## src/bpc_pkg.sv

```systemverilog
// Shared widths, register indexes, calibration record and constants for the compensation block.
package bpc_pkg;

  localparam int RAW_W    = 24;
  localparam int CAL_W    = 16;
  localparam int TEMP_W   = 16;
  localparam int PRES_W   = 18;
  localparam int REG_IDX_W = 3;
  localparam int STAGES   = 10;

  typedef enum logic [REG_IDX_W-1:0] {
    REG_PRESSURE_SENS   = 3'd0,
    REG_PRESSURE_OFFSET = 3'd1,
    REG_SENS_TEMPCO     = 3'd2,
    REG_OFFSET_TEMPCO   = 3'd3,
    REG_REF_TEMP        = 3'd4,
    REG_TEMP_SENS       = 3'd5,
    REG_SECOND_ORDER    = 3'd6
  } bpc_reg_idx_t;

  typedef struct packed {
    logic [CAL_W-1:0] pressure_sens;
    logic [CAL_W-1:0] pressure_offset;
    logic [CAL_W-1:0] sens_tempco;
    logic [CAL_W-1:0] offset_tempco;
    logic [CAL_W-1:0] ref_temp;
    logic [CAL_W-1:0] temp_sens;
    logic             second_order_enable;
  } bpc_cal_t;

  localparam bpc_cal_t CAL_RESET = '{
    pressure_sens:       16'd0,
    pressure_offset:     16'd0,
    sens_tempco:         16'd0,
    offset_tempco:       16'd0,
    ref_temp:            16'd0,
    temp_sens:           16'd0,
    second_order_enable: 1'b1
  };

  // 20.00 C in centidegrees, and the distance from there down to -15.00 C
  localparam logic signed [19:0] TEMP_BASE   = 20'sd2000;
  localparam logic signed [18:0] COLD_OFFSET = 19'sd3500;
  localparam logic signed [18:0] COLD_LIMIT  = -19'sd3500;

  localparam logic signed [TEMP_W-1:0] TEMP_MAX = 16'sh7FFF;
  localparam logic signed [TEMP_W-1:0] TEMP_MIN = 16'sh8000;
  localparam logic [PRES_W-1:0]        PRES_MAX = 18'h3FFFF;

endpackage

```

## src/bpc_cal_regs.sv

```systemverilog
// Calibration register file: decodes index writes into the calibration record.
module bpc_cal_regs (
  input  logic                          clk,
  input  logic                          rst_n,
  input  logic                          wr_en,
  input  logic [bpc_pkg::REG_IDX_W-1:0] wr_index,
  input  logic [bpc_pkg::CAL_W-1:0]     wr_data,
  output bpc_pkg::bpc_cal_t             cal
);

  bpc_pkg::bpc_cal_t cal_r;
  bpc_pkg::bpc_cal_t cal_nxt;

  always_comb begin
    cal_nxt = cal_r;
    if (wr_en) begin
      case (wr_index)
        bpc_pkg::REG_PRESSURE_SENS:   cal_nxt.pressure_sens   = wr_data;
        bpc_pkg::REG_PRESSURE_OFFSET: cal_nxt.pressure_offset = wr_data;
        bpc_pkg::REG_SENS_TEMPCO:     cal_nxt.sens_tempco     = wr_data;
        bpc_pkg::REG_OFFSET_TEMPCO:   cal_nxt.offset_tempco   = wr_data;
        bpc_pkg::REG_REF_TEMP:        cal_nxt.ref_temp        = wr_data;
        bpc_pkg::REG_TEMP_SENS:       cal_nxt.temp_sens       = wr_data;
        bpc_pkg::REG_SECOND_ORDER:    cal_nxt.second_order_enable = wr_data[0];
        default:                      cal_nxt = cal_r; // drop writes beyond the list
      endcase
    end
  end

  always_ff @(posedge clk) begin
    if (!rst_n) begin
      cal_r <= bpc_pkg::CAL_RESET;
    end else begin
      cal_r <= cal_nxt;
    end
  end

  assign cal = cal_r;

endmodule
```

## config.mk

```make
export PLATFORM = sky130hd
export DESIGN_NAME = bpc_cal_regs
export DESIGN_NICKNAME = d
export VERILOG_FILES = /design/src/bpc_pkg.sv /design/src/bpc_cal_regs.sv
export SDC_FILE = /design/constraint.sdc
export NUM_CORES = 1
export LEC_CHECK = 0
export BUFFER_PORTS_ARGS = -buffer_cell sky130_fd_sc_hd__buf_2
export CAP_MARGIN = 10
export CORE_MARGIN = 1
export CORE_UTILIZATION = 40
export CTS_CLUSTER_DIAMETER = 50
export DETAILED_ROUTE_END_ITERATION = 10
export MAX_ROUTING_LAYER = met4
export PLACE_DENSITY = 0.68
export SLEW_MARGIN = 0
export SYNTH_ARGS = -nofsm -noshare
export SYNTH_HDL_FRONTEND = slang
export SYNTH_SLANG_ARGS = --single-unit
```

## constraint.sdc

```tcl
create_clock -name clk -period 1.95 [get_ports clk]
set_input_delay 0.4875 -clock clk [delete_from_list [all_inputs] [get_ports clk]]
set_output_delay 0.4875 -clock clk [all_outputs]
set_load 0.01 [all_outputs]
```

Word level (Yosys, flattened, before mapping)
Cells that the tools add are included.

Reductions and logical operators: 8. Equal/unequal tests: 6.

Operators by type and width (count): AND reduction 2 bit (7); equality test 3 bit (second input constant) (3); equality test 3 x 2 -> 1 bit (second input constant) (2); equality test 3 x 1 -> 1 bit (second input constant) (1); zero test 3 bit (1).

Register bits: 97. Word-level logic and storage cells: 21. Output and inout port bits: 97. Input bits: 22.

Longest topological paths before layout
Depth after elaboration: 2. Depth in mapped cells: 5. Mapped depth without buffers: 2.

Worst setup path after synthesis
Ideal clock, no wire load.

Kind: in2reg. Start point: input port wr_index[0] in the netlist's numbering. End point: register cal_r (netlist bit cal[81]). Stages on the path: 4. Data required time: 1.827 ns. Arrival time: 1.415 ns. Buffers on the path: 2. Slack: 0.412 ns. Cell sequence: or4b_1 -> buf_6 -> buf_12 -> mux2i_1.

Cells in the longest elaborated chain, start to end: 2.

Ends and longest elaborated chain: start, declared (RTL line bpc_cal_regs.sv:6) `input logic [bpc_pkg::REG_IDX_W-1:0] wr_index,`; zero test 3 bit (RTL line bpc_cal_regs.sv:17) `case (wr_index)`; AND reduction 2 bit (no line); end signal, assigned (RTL line bpc_cal_regs.sv:32) `cal_r <= bpc_pkg::CAL_RESET;`; end signal, assigned (RTL line bpc_cal_regs.sv:34) `cal_r <= cal_nxt;`; end, declared (RTL line bpc_cal_regs.sv:11) `bpc_pkg::bpc_cal_t cal_r;`.

No other way between the ends. A chain may end at the register's enable or synchronous reset.

Final worst setup path
Start point: register cal_r (netlist bit cal[69]). End point: output port cal[69] in the netlist's numbering.

RTL lines: end, declared (RTL line bpc_cal_regs.sv:8) `output bpc_pkg::bpc_cal_t cal`.

No word-level cell between the ends.

==> metrics.cfg <==
[status]
status=finished clean

[clocking]
cts_tree=done
cts_root_buffer=clkbuf_8
insertion_delay_ps=340
numCtsBuffers=9
htree_num_levels=3
cts.sinks=97
cts.clk_slew.worst_paths_ps=90
clk_path_buf_depth=2
cts_setup_buffers=0
hold_buffers=0
cts_resized=0

[global_routing]
use_met1_pct=24.94
grtUsageTotal_pct=19.81
antenna_found_initial=1
grt_pass1_vias=2503
busiest_layer=met2
met2_usage_pct=30.50
use_met3_pct=3.633
grt_pass1_wl_um=12970
grt-ovfl-total=0
grt_max_degree=44

[synth]
syn_inst=340
synth_fa_ha_area_share_pct=0
yosys_warnings=0
seq_area_frac_synth_pct=54.72
avgSynthCellArea_um2=10.44
synthSimpleGateAreaFrac_pct=14.14
yosysMostFrequentCell=nand2_1
synth_cell_types=13
synth_area_um2=3548
synth-edff-count=0
synth_xor_area_share_pct=0
netlist_top_cells_count=nand2_1 (112), dfxtp_1 (97), mux2i_1 (97)
async_flop_share_pct=0
ys_ff_latch=97
synth_compound_area_share_pct=0
ys.flop_type=dfxtp_1
netlist_top_cells_area=dfxtp_1 (55%), mux2i_1 (27%), nand2_1 (12%)
synth_nets=362
synth.largest_area_cell=dfxtp_1
synth_top_area_share_pct=54.72
synth_mux_area_share_pct=27.36
synth_top_family_by_area=multiplexers

[final_layout]
num-nets-final=475
largest_reg_flops=97
multi_input_area_um2=1488
stdcell_area_um2=4493
area_delta_synth_final_pct=26.62
seq_area_um2=1942
layout-drive-gt1-share_pct=31.22
nFillCells=768

[timing]
skew_ps=0
hold_viol=0
fin_crit_ps=1337
setup_viol=0
worst_pin_slew_ps=330.5
timing.fmax_ghz=0.7482
fin_crit_sh_pct=68.54
fin_ws_ps=613.4
slew_viol_final=0
max_slew_margin_pct=77.97
rsz0062_at_grt=false
whs_ps=433.4
fin_setup_tns_ps=0

[critical_path]
reg2reg_depth=2
max_stage_delay_ps=370
cp_top_family=flip-flops
path_class=reg2out
path_cells=buf_2
worstPathMaxFanout=2
startpoint_type=register
end_kind=primary output
r2r_setup_slack_ps=1320
cpMaxStageDelayCell=dfxtp_1
cp_num_buf_inv=1
r2r-end=cal[69]$_SDFFE_PN0P_
crit_required_ps=1460
cp.arrival_ps=850
regToRegStartpoint=cal[69]$_SDFFE_PN0P_

[floorplanning]
row_count=33
floorplan.die_area_um2=9252
die_w_um=96.19
coreArea_um2=8382
start_util_pct=42.33
die_y_um=96.19
io_pins=119

[drt]
drt-pass1-iter-count=4
drcViolationCount=0
via_per_inst=4.887
wl_per_cell_um=15.40
dr_total_vias=2756
final_antenna_net_count=0
drt-total-wl_um=8684
drt_iter0_markers=100

[hold_path]
holdCritStartpoint=wr_data[0]
hold_depth=3
whs_endpoint=cal[0]$_SDFFE_PN1P_
holdCritPathClass=in2reg

[power_and_ir_drop]
p_leak_uw=0.002506
ir_drop_mv=0.4161
power.density_nw_per_um2=861.5

[place]
place_ws_ps=272.2
placed_area_um2=4247
gp_congestion=0.8204
dp_hpwl_um=5992
numPortBuffers=118

[flow_run]
drv_cap=0

-- routing by layer --
| metal | vias up | share of wire [%] |
|---|---|---|
| met4 | 0 | 1.9 |
| met1 | 1318 | 47 |
| met2 | 75 | 47 |
| met5 | - | 0 |
| li1 | 1350 | - |
| met3 | 13 | 4.7 |
-- worst min-delay path, cell delays in order --
cell and delay [ps]:
buf_2 100, nor2b_1 40, mux2i_1 110
-- logic make-up (layout without fill, tap and decap cells) --
kind of cell           after synthesis  after routing
DFF                                 97             97
other                                0              1
and+or+nand+nor                    121            121
buffers and inverters               25            143
muxes                               97             97
-- through the flow --
stage                     std cells  utilization, %  total power (µW)
after floorplan                 340               -              2247
after global placement          547           50.66              2363
after detailed placement        547           50.66              2370
after CTS                       563           53.58              3907
after global routing            564           53.61              4010
final                           564           53.61              3871
-- area by class of cell --
class,count,share of cell area [%]
flip-flops and latches,97,43.22
multi-input cells,218,33.11
clock buffers,11,3.147
clock inverters,5,2.283
repair buffers,127,15.26
well taps,105,2.924
diodes,1,0.05569
-- cells in the final DEF (no fill, tap or decap) --
| cell | count |
|---|---|
| dfxtp_1 | 97 |
| clkbuf_1 | 1 |
| buf_4 | 8 |
| bufinv_16 | 3 |
| nand4bb_1 | 2 |
| clkinvlp_4 | 1 |
| clkinv_2 | 1 |
| diode_2 | 1 |
| nor2b_1 | 2 |
| mux2i_1 | 97 |
| or4b_1 | 1 |
| buf_2 | 117 |
| nor4bb_4 | 1 |
| clkbuf_8 | 10 |
| buf_12 | 2 |
| nand2_1 | 112 |
| nand4b_1 | 3 |
-- worst max path at each step --
stage	endpoint	cells after the start	slack [ps]	from
after floorplan	cal[81]$_SDFFE_PN0P_	4	410	wr_index[0]
after global placement	cal[94]$_SDFFE_PN0P_	4	300	wr_index[1]
after detailed placement	cal[93]$_SDFFE_PN0P_	4	270	wr_index[1]
after CTS	cal[69]	1	590	cal[69]$_SDFFE_PN0P_
after global routing	cal[69]	1	570	cal[69]$_SDFFE_PN0P_
final	cal[69]	1	610	cal[69]$_SDFFE_PN0P_
-- where the power goes --
part	internal, µW	switching [µW]	total, µW	leakage [µW]
Clock	886	663	1550	0.000120
Sequential	2020	21.3	2040	0.000785
Combinational	108	169	277	0.00160
(Power assumes the default switching activity.)
